## src/hdl/i2ceas_pkg.sv

```systemverilog
// ---------------------------------------------------------------------------
// I2C EEPROM sequencer package
// Types, codes, reset values and helpers shared by the sequencer modules.
// ---------------------------------------------------------------------------
`default_nettype none

package i2ceas_pkg;

    localparam int COUNT_WIDTH_DEF = 16;

    // command codes
    localparam logic [2:0] CMD_READ  = 3'd0;
    localparam logic [2:0] CMD_WRITE = 3'd1;
    localparam logic [2:0] CMD_DATA  = 3'd2;
    localparam logic [2:0] CMD_ACK   = 3'd3;
    localparam logic [2:0] CMD_RRESP = 3'd4;

    // bus operation codes
    localparam logic [2:0] OP_NONE    = 3'd0;
    localparam logic [2:0] OP_START   = 3'd1;
    localparam logic [2:0] OP_STOP    = 3'd2;
    localparam logic [2:0] OP_SEND    = 3'd3;
    localparam logic [2:0] OP_RD_ACK  = 3'd4;
    localparam logic [2:0] OP_RD_NACK = 3'd5;

    // configuration register indexes
    localparam logic [1:0] CFG_DEV_ADDR   = 2'd0;
    localparam logic [1:0] CFG_ADDR_BYTES = 2'd1;
    localparam logic [1:0] CFG_PAGE_LOG2  = 2'd2;
    localparam logic [1:0] CFG_POLL_LIMIT = 2'd3;

    localparam logic [7:0]  DEV_ADDR_RST   = 8'd160;
    localparam logic [1:0]  ADDR_BYTES_RST = 2'd1;
    localparam logic [3:0]  PAGE_LOG2_RST  = 4'd3;
    localparam logic [15:0] POLL_LIMIT_RST = 16'd1000;

    typedef enum logic [3:0] {
        PH_IDLE,
        PH_RD_DEV,
        PH_AHI,
        PH_ALO,
        PH_RD_DEVR,
        PH_RD_DATA,
        PH_WR_POLL,
        PH_WR_NEED,
        PH_WR_DACK
    } t_phase;

    typedef struct packed {
        logic [2:0]  command;
        logic [15:0] mem_address;
        logic [15:0] byte_count;
        logic [7:0]  data_byte;
        logic        nack;
    } t_in_item;

    typedef struct packed {
        logic [2:0] bus_op;
        logic [7:0] bus_byte;
        logic [7:0] read_byte;
        logic       read_valid;
        logic       want_data;
        logic       done_res;
        logic       success;
        logic       last;
    } t_out_item;

    typedef struct packed {
        logic [7:0]  device_address;
        logic [1:0]  address_byte_count;
        logic [3:0]  page_size_log2;
        logic [15:0] poll_limit;
    } t_cfg;

    typedef struct packed {
        logic [1:0]           cnt;
        t_out_item [2:0]      ent;
    } t_batch;

    function automatic t_out_item f_res(
        input logic [2:0] op,
        input logic [7:0] bbyte,
        input logic [7:0] rbyte,
        input logic       rvalid,
        input logic       want,
        input logic       done,
        input logic       succ
    );
        t_out_item r;
        r.bus_op     = op;
        r.bus_byte   = bbyte;
        r.read_byte  = rbyte;
        r.read_valid = rvalid;
        r.want_data  = want;
        r.done_res   = done;
        r.success    = succ;
        r.last       = 1'b0;
        return r;
    endfunction

endpackage

`default_nettype wire

```

## src/hdl/i2ceas_core.sv

```systemverilog
// ---------------------------------------------------------------------------
// I2C EEPROM sequencer core
// Request state and the single-pass step that turns one item into results.
// ---------------------------------------------------------------------------
`default_nettype none

module i2ceas_core import i2ceas_pkg::*; #(
    parameter int COUNT_WIDTH = COUNT_WIDTH_DEF
) (
    input  wire logic     i_clk,
    input  wire logic     i_rst_n,
    input  wire logic     i_fire,
    input  wire t_in_item i_item,
    input  wire t_cfg     i_cfg,
    output t_batch        o_batch
);

    t_phase                 r_phase, n_phase;
    logic                   r_is_read, n_is_read;
    logic [15:0]            r_addr, n_addr;
    logic [COUNT_WIDTH-1:0] r_done, n_done;
    logic [COUNT_WIDTH-1:0] r_total, n_total;
    logic [15:0]            r_poll, n_poll;

    logic [COUNT_WIDTH-1:0] w_cnt;
    logic [COUNT_WIDTH-1:0] w_done_p1;
    logic [COUNT_WIDTH-1:0] w_done_p2;
    logic [15:0]            w_addr_p1;
    logic [15:0]            w_page_mask;
    logic [7:0]             w_dev_wr;
    logic [7:0]             w_dev_rd;
    t_out_item              w_fail;

    assign w_cnt       = COUNT_WIDTH'(i_item.byte_count);
    assign w_done_p1   = r_done + COUNT_WIDTH'(1);
    assign w_done_p2   = r_done + COUNT_WIDTH'(2);
    assign w_addr_p1   = r_addr + 16'd1;
    assign w_page_mask = ~(16'hFFFF << i_cfg.page_size_log2);
    assign w_dev_wr    = i_cfg.device_address & 8'hFE;
    assign w_dev_rd    = i_cfg.device_address | 8'h01;
    assign w_fail      = f_res(OP_STOP, 8'd0, 8'd0, 1'b0, 1'b0, 1'b1, 1'b0);

    always_ff @(posedge i_clk) begin
        if (!i_rst_n) begin
            r_phase   <= PH_IDLE;
            r_is_read <= 1'b0;
            r_addr    <= '0;
            r_done    <= '0;
            r_total   <= '0;
            r_poll    <= '0;
        end else begin
            r_phase   <= n_phase;
            r_is_read <= n_is_read;
            r_addr    <= n_addr;
            r_done    <= n_done;
            r_total   <= n_total;
            r_poll    <= n_poll;
        end
    end

    always_comb begin
        n_phase   = r_phase;
        n_is_read = r_is_read;
        n_addr    = r_addr;
        n_done    = r_done;
        n_total   = r_total;
        n_poll    = r_poll;
        o_batch.cnt = 2'd0;
        o_batch.ent = '0;
        if (i_fire) begin
            unique case (i_item.command)
                CMD_READ: begin
                    if (r_phase == PH_IDLE) begin
                        n_is_read = 1'b1;
                        n_addr    = i_item.mem_address;
                        n_total   = w_cnt;
                        n_done    = '0;
                        o_batch.ent[0] = f_res(OP_START, 8'd0, 8'd0, 1'b0, 1'b0, 1'b0, 1'b0);
                        o_batch.ent[1] = f_res(OP_SEND, w_dev_wr, 8'd0, 1'b0, 1'b0, 1'b0, 1'b0);
                        o_batch.cnt = 2'd2;
                        n_phase = PH_RD_DEV;
                    end
                end
                CMD_WRITE: begin
                    if (r_phase == PH_IDLE) begin
                        n_is_read = 1'b0;
                        n_addr    = i_item.mem_address;
                        n_total   = w_cnt;
                        n_done    = '0;
                        if (w_cnt == '0) begin
                            o_batch.ent[0] = f_res(OP_STOP, 8'd0, 8'd0, 1'b0, 1'b0, 1'b1, 1'b1);
                            o_batch.cnt = 2'd1;
                            n_phase = PH_IDLE;
                        end else begin
                            o_batch.ent[0] = f_res(OP_STOP, 8'd0, 8'd0, 1'b0, 1'b0, 1'b0, 1'b0);
                            o_batch.ent[1] = f_res(OP_START, 8'd0, 8'd0, 1'b0, 1'b0, 1'b0, 1'b0);
                            o_batch.ent[2] = f_res(OP_SEND, w_dev_wr, 8'd0, 1'b0, 1'b0, 1'b0, 1'b0);
                            o_batch.cnt = 2'd3;
                            n_poll  = 16'd1;
                            n_phase = PH_WR_POLL;
                        end
                    end
                end
                CMD_DATA: begin
                    if (r_phase == PH_WR_NEED) begin
                        o_batch.ent[0] = f_res(OP_SEND, i_item.data_byte, 8'd0,
                                               1'b0, 1'b0, 1'b0, 1'b0);
                        o_batch.cnt = 2'd1;
                        n_phase = PH_WR_DACK;
                    end
                end
                CMD_ACK: begin
                    unique case (r_phase)
                        PH_RD_DEV, PH_WR_POLL: begin
                            if (i_item.nack && r_phase == PH_RD_DEV) begin
                                o_batch.ent[0] = w_fail;
                                o_batch.cnt = 2'd1;
                                n_phase = PH_IDLE;
                            end else if (i_item.nack && r_poll >= i_cfg.poll_limit) begin
                                o_batch.ent[0] = w_fail;
                                o_batch.cnt = 2'd1;
                                n_phase = PH_IDLE;
                            end else if (i_item.nack) begin
                                n_poll = r_poll + 16'd1;
                                o_batch.ent[0] = f_res(OP_START, 8'd0, 8'd0,
                                                       1'b0, 1'b0, 1'b0, 1'b0);
                                o_batch.ent[1] = f_res(OP_SEND, w_dev_wr, 8'd0,
                                                       1'b0, 1'b0, 1'b0, 1'b0);
                                o_batch.cnt = 2'd2;
                            end else if (i_cfg.address_byte_count == 2'd1) begin
                                o_batch.ent[0] = f_res(OP_SEND, r_addr[7:0], 8'd0,
                                                       1'b0, 1'b0, 1'b0, 1'b0);
                                o_batch.cnt = 2'd1;
                                n_phase = PH_ALO;
                            end else begin
                                o_batch.ent[0] = f_res(OP_SEND, r_addr[15:8], 8'd0,
                                                       1'b0, 1'b0, 1'b0, 1'b0);
                                o_batch.cnt = 2'd1;
                                n_phase = PH_AHI;
                            end
                        end
                        PH_AHI: begin
                            if (i_item.nack) begin
                                o_batch.ent[0] = w_fail;
                                o_batch.cnt = 2'd1;
                                n_phase = PH_IDLE;
                            end else begin
                                o_batch.ent[0] = f_res(OP_SEND, r_addr[7:0], 8'd0,
                                                       1'b0, 1'b0, 1'b0, 1'b0);
                                o_batch.cnt = 2'd1;
                                n_phase = PH_ALO;
                            end
                        end
                        PH_ALO: begin
                            if (i_item.nack) begin
                                o_batch.ent[0] = w_fail;
                                o_batch.cnt = 2'd1;
                                n_phase = PH_IDLE;
                            end else if (r_is_read) begin
                                o_batch.ent[0] = f_res(OP_START, 8'd0, 8'd0,
                                                       1'b0, 1'b0, 1'b0, 1'b0);
                                o_batch.ent[1] = f_res(OP_SEND, w_dev_rd, 8'd0,
                                                       1'b0, 1'b0, 1'b0, 1'b0);
                                o_batch.cnt = 2'd2;
                                n_phase = PH_RD_DEVR;
                            end else begin
                                o_batch.ent[0] = f_res(OP_NONE, 8'd0, 8'd0,
                                                       1'b0, 1'b1, 1'b0, 1'b0);
                                o_batch.cnt = 2'd1;
                                n_phase = PH_WR_NEED;
                            end
                        end
                        PH_RD_DEVR: begin
                            o_batch.cnt = 2'd1;
                            if (i_item.nack) begin
                                o_batch.ent[0] = w_fail;
                                n_phase = PH_IDLE;
                            end else if (r_total == '0) begin
                                o_batch.ent[0] = f_res(OP_STOP, 8'd0, 8'd0,
                                                       1'b0, 1'b0, 1'b1, 1'b1);
                                n_phase = PH_IDLE;
                            end else begin
                                o_batch.ent[0] = f_res(
                                    (w_done_p1 == r_total) ? OP_RD_NACK : OP_RD_ACK,
                                    8'd0, 8'd0, 1'b0, 1'b0, 1'b0, 1'b0);
                                n_phase = PH_RD_DATA;
                            end
                        end
                        PH_WR_DACK: begin
                            if (i_item.nack) begin
                                o_batch.ent[0] = w_fail;
                                o_batch.cnt = 2'd1;
                                n_phase = PH_IDLE;
                            end else begin
                                n_addr = w_addr_p1;
                                n_done = w_done_p1;
                                if (w_done_p1 == r_total) begin
                                    o_batch.ent[0] = f_res(OP_STOP, 8'd0, 8'd0,
                                                           1'b0, 1'b0, 1'b1, 1'b1);
                                    o_batch.cnt = 2'd1;
                                    n_phase = PH_IDLE;
                                end else if ((w_addr_p1 & w_page_mask) == 16'd0) begin
                                    o_batch.ent[0] = f_res(OP_STOP, 8'd0, 8'd0,
                                                           1'b0, 1'b0, 1'b0, 1'b0);
                                    o_batch.ent[1] = f_res(OP_START, 8'd0, 8'd0,
                                                           1'b0, 1'b0, 1'b0, 1'b0);
                                    o_batch.ent[2] = f_res(OP_SEND, w_dev_wr, 8'd0,
                                                           1'b0, 1'b0, 1'b0, 1'b0);
                                    o_batch.cnt = 2'd3;
                                    n_poll  = 16'd1;
                                    n_phase = PH_WR_POLL;
                                end else begin
                                    o_batch.ent[0] = f_res(OP_NONE, 8'd0, 8'd0,
                                                           1'b0, 1'b1, 1'b0, 1'b0);
                                    o_batch.cnt = 2'd1;
                                    n_phase = PH_WR_NEED;
                                end
                            end
                        end
                        default: begin
                        end
                    endcase
                end
                CMD_RRESP: begin
                    if (r_phase == PH_RD_DATA) begin
                        n_done = w_done_p1;
                        o_batch.cnt = 2'd1;
                        if (w_done_p1 == r_total) begin
                            o_batch.ent[0] = f_res(OP_STOP, 8'd0, i_item.data_byte,
                                                   1'b1, 1'b0, 1'b1, 1'b1);
                            n_phase = PH_IDLE;
                        end else begin
                            o_batch.ent[0] = f_res(
                                (w_done_p2 == r_total) ? OP_RD_NACK : OP_RD_ACK,
                                8'd0, i_item.data_byte, 1'b1, 1'b0, 1'b0, 1'b0);
                        end
                    end
                end
                default: begin
                end
            endcase
        end
    end

endmodule

`default_nettype wire

```

## src/hdl/i2ceas_outq.sv

```systemverilog
// ---------------------------------------------------------------------------
// I2C EEPROM sequencer result queue
// Holds the results of one item and hands them out one transfer at a time.
// ---------------------------------------------------------------------------
`default_nettype none

module i2ceas_outq import i2ceas_pkg::*; (
    input  wire logic   i_clk,
    input  wire logic   i_rst_n,
    input  wire logic   i_load,
    input  wire t_batch i_batch,
    input  wire logic   i_stall,
    output logic        o_valid,
    output t_out_item   o_data,
    output logic        o_room
);

    t_out_item [2:0] r_q;
    logic [1:0]      r_cnt;
    logic            w_pop;

    assign o_valid = (r_cnt != 2'd0);
    assign w_pop   = o_valid && !i_stall;
    assign o_room  = (r_cnt == 2'd0) || (r_cnt == 2'd1 && !i_stall);

    always_comb begin
        o_data      = r_q[0];
        o_data.last = (r_cnt == 2'd1);
    end

    always_ff @(posedge i_clk) begin
        if (!i_rst_n) begin
            r_cnt <= 2'd0;
        end else if (i_load) begin
            r_cnt <= i_batch.cnt;
        end else if (w_pop) begin
            r_cnt <= r_cnt - 2'd1;
        end
    end

    always_ff @(posedge i_clk) begin
        if (i_load) begin
            r_q <= i_batch.ent;
        end else if (w_pop) begin
            r_q[0] <= r_q[1];
            r_q[1] <= r_q[2];
        end
    end

endmodule

`default_nettype wire

```

## src/hdl/i2c_eeprom_access_sequencer_unit.sv

```systemverilog
// An accepted item waits in the input register until the result queue has room,
// is then stepped by the core, and its results are loaded into the result queue.
// Results leave at one per cycle while the output is not stalled; an item yields
// at most three, and the next item can be stepped as the last of them leaves.
// Reset (synchronous, active low) returns to idle, drops queued results and
// restores the configuration defaults.
// ---------------------------------------------------------------------------
// I2C EEPROM access sequencer
// Input register, configuration registers, sequencing core and result queue.
// ---------------------------------------------------------------------------
`default_nettype none

module i2c_eeprom_access_sequencer_unit import i2ceas_pkg::*; #(
    parameter int COUNT_WIDTH = COUNT_WIDTH_DEF
) (
    input  wire logic        i_clk,
    input  wire logic        i_rst_n,
    input  wire logic        i_in_valid,
    output logic             o_in_stall,
    input  wire t_in_item    i_in_data,
    output logic             o_out_valid,
    input  wire logic        i_out_stall,
    output t_out_item        o_out_data,
    input  wire logic        i_cfg_valid,
    output logic             o_cfg_ready,
    input  wire logic [1:0]  i_cfg_index,
    input  wire logic [15:0] i_cfg_data
);

    t_in_item r_in;
    logic     r_in_valid;
    t_cfg     r_cfg;
    t_batch   w_batch;
    logic     w_room;
    logic     w_fire;
    logic     w_take;

    assign o_cfg_ready = 1'b1;
    assign w_fire      = r_in_valid && w_room;
    assign o_in_stall  = r_in_valid && !w_room;
    assign w_take      = i_in_valid && !o_in_stall;

    always_ff @(posedge i_clk) begin
        if (!i_rst_n) begin
            r_in_valid <= 1'b0;
        end else if (w_take) begin
            r_in_valid <= 1'b1;
        end else if (w_fire) begin
            r_in_valid <= 1'b0;
        end
    end

    always_ff @(posedge i_clk) begin
        if (w_take) begin
            r_in <= i_in_data;
        end
    end

    always_ff @(posedge i_clk) begin
        if (!i_rst_n) begin
            r_cfg.device_address     <= DEV_ADDR_RST;
            r_cfg.address_byte_count <= ADDR_BYTES_RST;
            r_cfg.page_size_log2     <= PAGE_LOG2_RST;
            r_cfg.poll_limit         <= POLL_LIMIT_RST;
        end else if (i_cfg_valid && o_cfg_ready) begin
            unique case (i_cfg_index)
                CFG_DEV_ADDR:   r_cfg.device_address     <= i_cfg_data[7:0];
                CFG_ADDR_BYTES: r_cfg.address_byte_count <= i_cfg_data[1:0];
                CFG_PAGE_LOG2:  r_cfg.page_size_log2     <= i_cfg_data[3:0];
                CFG_POLL_LIMIT: r_cfg.poll_limit         <= i_cfg_data;
                default: begin
                end
            endcase
        end
    end

    i2ceas_core #(
        .COUNT_WIDTH(COUNT_WIDTH)
    ) u_core (
        .i_clk   (i_clk),
        .i_rst_n (i_rst_n),
        .i_fire  (w_fire),
        .i_item  (r_in),
        .i_cfg   (r_cfg),
        .o_batch (w_batch)
    );

    i2ceas_outq u_outq (
        .i_clk   (i_clk),
        .i_rst_n (i_rst_n),
        .i_load  (w_fire),
        .i_batch (w_batch),
        .i_stall (i_out_stall),
        .o_valid (o_out_valid),
        .o_data  (o_out_data),
        .o_room  (w_room)
    );

endmodule

`default_nettype wire

```

## config.mk

```make
export PLATFORM = sky130hd
export DESIGN_NAME = i2c_eeprom_access_sequencer_unit
export DESIGN_NICKNAME = d
export VERILOG_FILES = /design/src/hdl/i2ceas_pkg.sv /design/src/hdl/i2ceas_core.sv /design/src/hdl/i2ceas_outq.sv /design/src/hdl/i2c_eeprom_access_sequencer_unit.sv
export SDC_FILE = /design/constraint.sdc
export NUM_CORES = 1
export LEC_CHECK = 0
export ABC_AREA = 1
export BUFFER_PORTS_ARGS = -buffer_cell sky130_fd_sc_hd__buf_2
export CAP_MARGIN = 30
export CORE_UTILIZATION = 55
export CTS_CLUSTER_SIZE = 25
export DETAILED_ROUTE_END_ITERATION = 10
export PLACE_DENSITY = 0.81
export SLEW_MARGIN = 20
export SYNTH_ARGS = -nofsm -noshare
export SYNTH_HDL_FRONTEND = slang
export SYNTH_SLANG_ARGS = --single-unit
```

## constraint.sdc

```tcl
create_clock -name i_clk -period 3.25 [get_ports i_clk]
set_clock_uncertainty 0.15 [all_clocks]
set_input_delay 0.325 -clock i_clk [delete_from_list [all_inputs] [get_ports i_clk]]
set_output_delay 0.325 -clock i_clk [all_outputs]
set_load 0.05 [all_outputs]
```

## Word-level counts from Yosys, hierarchy flattened

Cells that the tools add are included.

- Memory bits (writable): 0
- Input bits: 67
- Logic and storage cells: 222
- Memories kept: 0
- ROM bits: 0
- Flip-flop bits (word level): 217
- Latch bits: 0
- Output and inout bits: 27

- Order comparisons: 1
- Equality and inequality tests: 37
- Add/subtract/negate cells: 5
- Divide/modulo/power cells: 0
- Multiply operators: 0
- Bitwise logic cells: 2
- Reduce and logical (&&, ||, !) cells: 39
- Muxes and demuxes: 97
- Shift operators: 1

Operators by type and width:

| kind | number |
|---|---|
| $mux W24 | 14 |
| $mux W16 | 15 |
| $pmux W24 S5 | 2 |
| $mux W48 | 4 |
| $pmux W24 S3 | 2 |
| $mux W47 | 3 |
| $pmux W16 S2 | 3 |
| $mux W23 | 4 |
| $mux W74 | 1 |
| $add A16 B1 Y16 const B | 3 |
| $logic_not A16 Y1 | 3 |
| $pmux W16 S3 | 1 |
| $pmux W24 S2 | 1 |
| $mux W22 | 2 |
| $mux W4 | 10 |
| $pmux W4 S5 | 2 |
| $eq A16 B16 Y1 | 2 |
| $mux W2 | 14 |
| $mux W21 | 1 |
| $ne A3 B3 Y1 const B | 6 |
| $add A16 B2 Y16 const B | 1 |
| $and A16 B16 Y16 | 1 |
| $eq A4 B3 Y1 const B | 4 |
| $ge A16 B16 Y1 | 1 |
| other kinds (38) | 82 |

## Longest topological paths before layout

- Word-level depth: 10
- Mapped depth: 19
- Gate-level depth less buffers: 18

## Modules after synthesis

A second synthesis with hierarchy kept.

- Cell total of the unflattened synthesis: 1574
- Area total of the unflattened synthesis: 12244.2 um2

By module, submodules not included:

| module | area each (um2) | times used | cells each | seq. area each (um2) |
|---|---|---|---|---|
| i2ceas_core | 6575.1 | 1 | 1073 | 1381.3 |
| i2ceas_outq | 3015.4 | 1 | 267 | 2112.0 |
| i2c_eeprom_access_sequencer_unit | 2653.8 | 1 | 234 | 1941.9 |

## Worst setup path before layout

OpenSTA, ideal clock, no wires.

- Kind: reg2reg
- From: reg u_outq.r_cnt[1]
- To: reg r_in[0] in the netlist's numbering (enable)
- Required time: 2645 ps
- Stages on the path, launching flop included: 9
- Period minus slack after synthesis: 3019 ps
- Buffers on the path: 0
- Library setup time: 455 ps
- Setup slack: 231 ps
- Arrival time: 2414 ps
- Path through: dfxtp_1 -> inv_1 -> ha_1 -> a21oi_1 -> inv_1 -> nor2_1 -> inv_1 -> nand2_1 -> inv_1

RTL lines:

| item | line | source |
|---|---|---|
| start: declaration | i2ceas_outq.sv:19 | `logic [1:0] r_cnt;` |
| start signal: assignment | i2ceas_outq.sv:35 | `r_cnt <= i_batch.cnt;` |
| start signal: assignment | i2ceas_outq.sv:37 | `r_cnt <= r_cnt - 2'd1;` |
| end signal: assignment | i2c_eeprom_access_sequencer_unit.sv:55 | `r_in <= i_in_data;` |
| end: declaration | i2c_eeprom_access_sequencer_unit.sv:30 | `t_in_item r_in;` |

## Worst setup path in the final report

- From: reg r_cfg[13] in the netlist's numbering
- To: reg u_outq.r_q[41] in the netlist's numbering, data pin

- Longest elaborated chain between the ends: 7

RTL lines:

| item | line | source |
|---|---|---|
| start: declaration | i2c_eeprom_access_sequencer_unit.sv:32 | `t_cfg r_cfg;` |
| $ge A16 B16 Y1 | i2ceas_core.sv:119 | `end else if (i_item.nack && r_poll >= i_cfg.poll_limit) begin` |
| $logic_and A1 B1 Y1 | i2ceas_core.sv:119 |  |
| $mux W24 | i2ceas_core.sv:119 |  |
| $mux W24 | i2ceas_core.sv:115 | `if (i_item.nack && r_phase == PH_RD_DEV) begin` |
| $pmux W24 S3 | i2ceas_core.sv:113 | `unique case (r_phase)` |
| $pmux W24 S3 | i2ceas_core.sv:71 | `unique case (i_item.command)` |
| $mux W48 | i2ceas_outq.sv:42 | `if (i_load) begin` |
| end signal: assignment | i2ceas_outq.sv:43 | `r_q <= i_batch.ent;` |
| end: declaration | i2ceas_outq.sv:18 | `t_out_item [2:0] r_q;` |

Every way passes these cells.
A chain may end at the register's enable or synchronous reset.

==> results.md <==
* Syn_area_per_cell at 7.80 sq um
* Asr flop ratio synth at 0%
* Clk sinks at 186
* Post-DRT Antenna Nets at 0
* Yosys cell types at 57
* Initial core utilization at 56.8%
* Final Hold Viols at 0
* Syn_nets at 1,410
* RSZ-0062 raised after global routing: false
* HPWL Detailed at 19,200 um
* Gr usage total at 28.6%
* Drt total wl at 27,000 um
* Fin crit period at 2940 ps
* I/O Buffers at 92
* Initial antenna violation count at 0
* Violated checks: DRC
* First-pass GRT wire length at 44,000 um
* Via-to-Cell Ratio at 5.64
* Worst slew pin tran at 650 ps
* Crit-path max FO at 8
* Routed via count at 9,460
* Reg2Reg Setup Slack at 310 ps
* Site Rows at 49
* R2R Path End: u_outq.r_q[41]
* Ratio of cells with drive above 1 in the final layout at 13.5%
* Top cells by area, synth: edfxtp_1 (25%), dfxtp_1 (20%), nand2_1 (9.1%), inv_1 (6.0%), a21oi_1 (5.0%)
* Startpoint types: flop
* Core Box Area at 0.0181 sq mm
* Critical path required time at 3250 ps
* Area leader, netlist: edfxtp_1
* WL/cell at 16.1 um
* Worst vdd ir at 0.432 mV
* Die height at 139 um
* Main flop type after synthesis: dfxtp_1
* Leakage at 4.92 nW
* Setup TNS at 0 ps
* Crit path arrival time at 2940 ps
* Iter 0 DRT Violations at 1,000
* Diodes inserted at 0
* Final net count at 1,524
* Final Cell Area at 0.0119 sq mm
* Reg2Reg Depth at 11
* Fin util at 65.5%
* Status: finished with violations
* Fin cells at 1,677
* Worst-Skew Late Latency at 440 ps
* Cell Pwr Density at 588 mW/mm^2
* Sequential fraction of the synthesis area at 44.4%
* Worst R2R Start: r_cfg[13]
* Placed Cells at 1,596
* Post-synth EDFFs at 85
* Synth warnings at 0
* Placed inst area at 0.0108 sq mm
* Register bit total from synthesis at 186
* Vias in the first global route at 8,963
* Setup CP Type: reg -> reg
* CTS Buf Count at 17
* Post-route DRC at 6
* Final Max Tran Viols at 0
* CTS root buffer: clkbuf_16
* Total power at 0.00699 W
* Area of the die at 0.0193 sq mm
* Post-route clock period utilization at 90.5%
* H-Tree Depth at 4
* Drt pass-1 iters at 9
* Cell area after synthesis at 0.0103 sq mm
* Worst Setup End Kind: flop
* Post-CTS sizing at 0
* Max cap viols at 0
* Top-area cell type share of the netlist area at 24.8%
* Die Wd at 139 um
* Total grt overflow at 0
* Post-Syn Instances at 1,321
* Worst Setup EP: u_outq.r_q[41]
* Postcts setup bufs at 0
* Io pins at 94
* GP Congestion at 0.961
* CTS max path bufs at 2
* Area Overhead vs Synth at 15.5%
* Hold Path Class: in -> reg
* CTS tree: built
* Pin count of the biggest net entering global routing at 63
* Fmax at 340 MHz
* Worst-path clk slew at 70 ps
* Final Setup Violations at 0
* Critical Path Start: r_cfg[13]
* Slew HR at 56.7%
## report_power, final
part / switching, W / internal, W
logic: 0.00133 / 0.000496
registers: 0.000179 / 0.00290
clock network: 0.000938 / 0.00114
## critical path: stages, from the launching register on
cell and delay (ps):
dfxtp_1 310, inv_1 50, ha_1 290, nand2_1 70, nor4_1 440, nand2_1 150
nand4_1 230, inv_1 90, a21oi_1 180, nor2_1 60, o21bai_1 450, o21ai_0 190
## cells in the final DEF, fill, tap and decap left out, drive strengths merged, types with 2 or more instances in the layout
| cell type | instances |
|---|---|
| buf | 107 |
| or2 | 3 |
| clkinv | 14 |
| a211oi | 3 |
| nor2 | 153 |
| o22ai | 8 |
| ha | 22 |
| a31oi | 7 |
| dfxtp | 101 |
| xnor2 | 12 |
| nand3b | 3 |
| edfxtp | 85 |
| o21bai | 3 |
| nand3 | 86 |
| o21ai | 114 |
| and3 | 2 |
| a32oi | 2 |
| nor4 | 7 |
| dlygate4sd3 | 49 |
| a221oi | 9 |
| o211ai | 5 |
| nor3 | 22 |
| inv | 172 |
| a21oi | 107 |
| nor3b | 3 |
| nand4 | 24 |
| a22oi | 10 |
| xor2 | 22 |
| nand2 | 261 |
| clkbuf | 22 |
## logic make-up (layout without fill, tap and decap cells)
kind of cell	count (synthesis)	count (layout)	synth area share (%)
other cells	1	1	0.0364
flops	186	186	44.4
compound gates	274	274	15.0
buf+inv	239	366	9.98
xor+xnor	34	34	2.96
fa+ha+maj	22	22	2.67
simple gates	565	565	24.9
## worst min path at each step
stage / cells past startpoint / from / to
floorplan: 0 / i_in_data[0] / r_in[0]
global placement: 2 / r_cfg[21] / r_cfg[21]
detailed placement: 2 / r_cfg[20] / r_cfg[20]
CTS: 3 / i_cfg_data[5] / r_cfg[5]
global route: 3 / i_cfg_data[12] / r_cfg[12]
finish: 3 / i_cfg_data[5] / r_cfg[5]
## per-layer routing
layer,track usage (%),vias up,wire length [um]
met5,0,-,0
met4,9.71,0,581
met3,4.83,53,2330
met2,45.7,445,12300
met1,39.3,4333,11800
li1,-,4629,-
## cell usage after synthesis (4+ instances only)
| library cell | n |
|---|---|
| edfxtp_1 | 85 |
| nor2_2 | 10 |
| nor4_1 | 7 |
| o22ai_1 | 8 |
| xnor2_1 | 12 |
| nand3_1 | 78 |
| clkbuf_1 | 22 |
| a21oi_2 | 4 |
| a21oi_1 | 103 |
| nor3_1 | 19 |
| buf_4 | 24 |
| a22oi_1 | 10 |
| o21ai_0 | 101 |
| ha_1 | 22 |
| nor2_4 | 7 |
| buf_2 | 10 |
| nand2_2 | 9 |
| clkinv_1 | 8 |
| xor2_1 | 21 |
| nor2_1 | 136 |
| o21ai_1 | 10 |
| inv_1 | 166 |
| a31oi_1 | 7 |
| a221oi_1 | 9 |
| o211ai_1 | 5 |
| nand2_1 | 249 |
| nand3_2 | 7 |
| dfxtp_1 | 101 |
| nand4_1 | 23 |
## layout make-up
class,count,area [sq um]
clock buffer,22,475
clock inverter,10,111
fill,1532,6250
inverter,178,671
multi-input combinational,896,4700
sequential,186,4570
tap,229,287
timing repair buffer,156,1080
## stage by stage
step | worst slack, ps | hold WS [ps]
final | 309 | 4.45
after global routing | 64.9 | 23.6
after detailed placement | 388 | 295
after floorplan | 231 | 274
after global placement | 445 | 289
after CTS | 379 | 0.394
## sequential cells by signal (all words and copies together), names as in the netlist
register          flops
u_outq.o_data        23
u_core.r_poll        16
u_core.r_is_read      1
r_in_valid            1
u_core.r_addr        16
u_outq.r_q           18
u_outq.r_cnt          2
r_in                 44
u_core.r_done        16
r_cfg                29
u_core.r_total       16
u_core.r_phase        4
## what timing repair did
action	in CTS	in global routing
hold endpoints to repair	49	0
endpoints found under the setup margin	0	0
hold buffers	49	0
(Power assumes the default switching activity.)
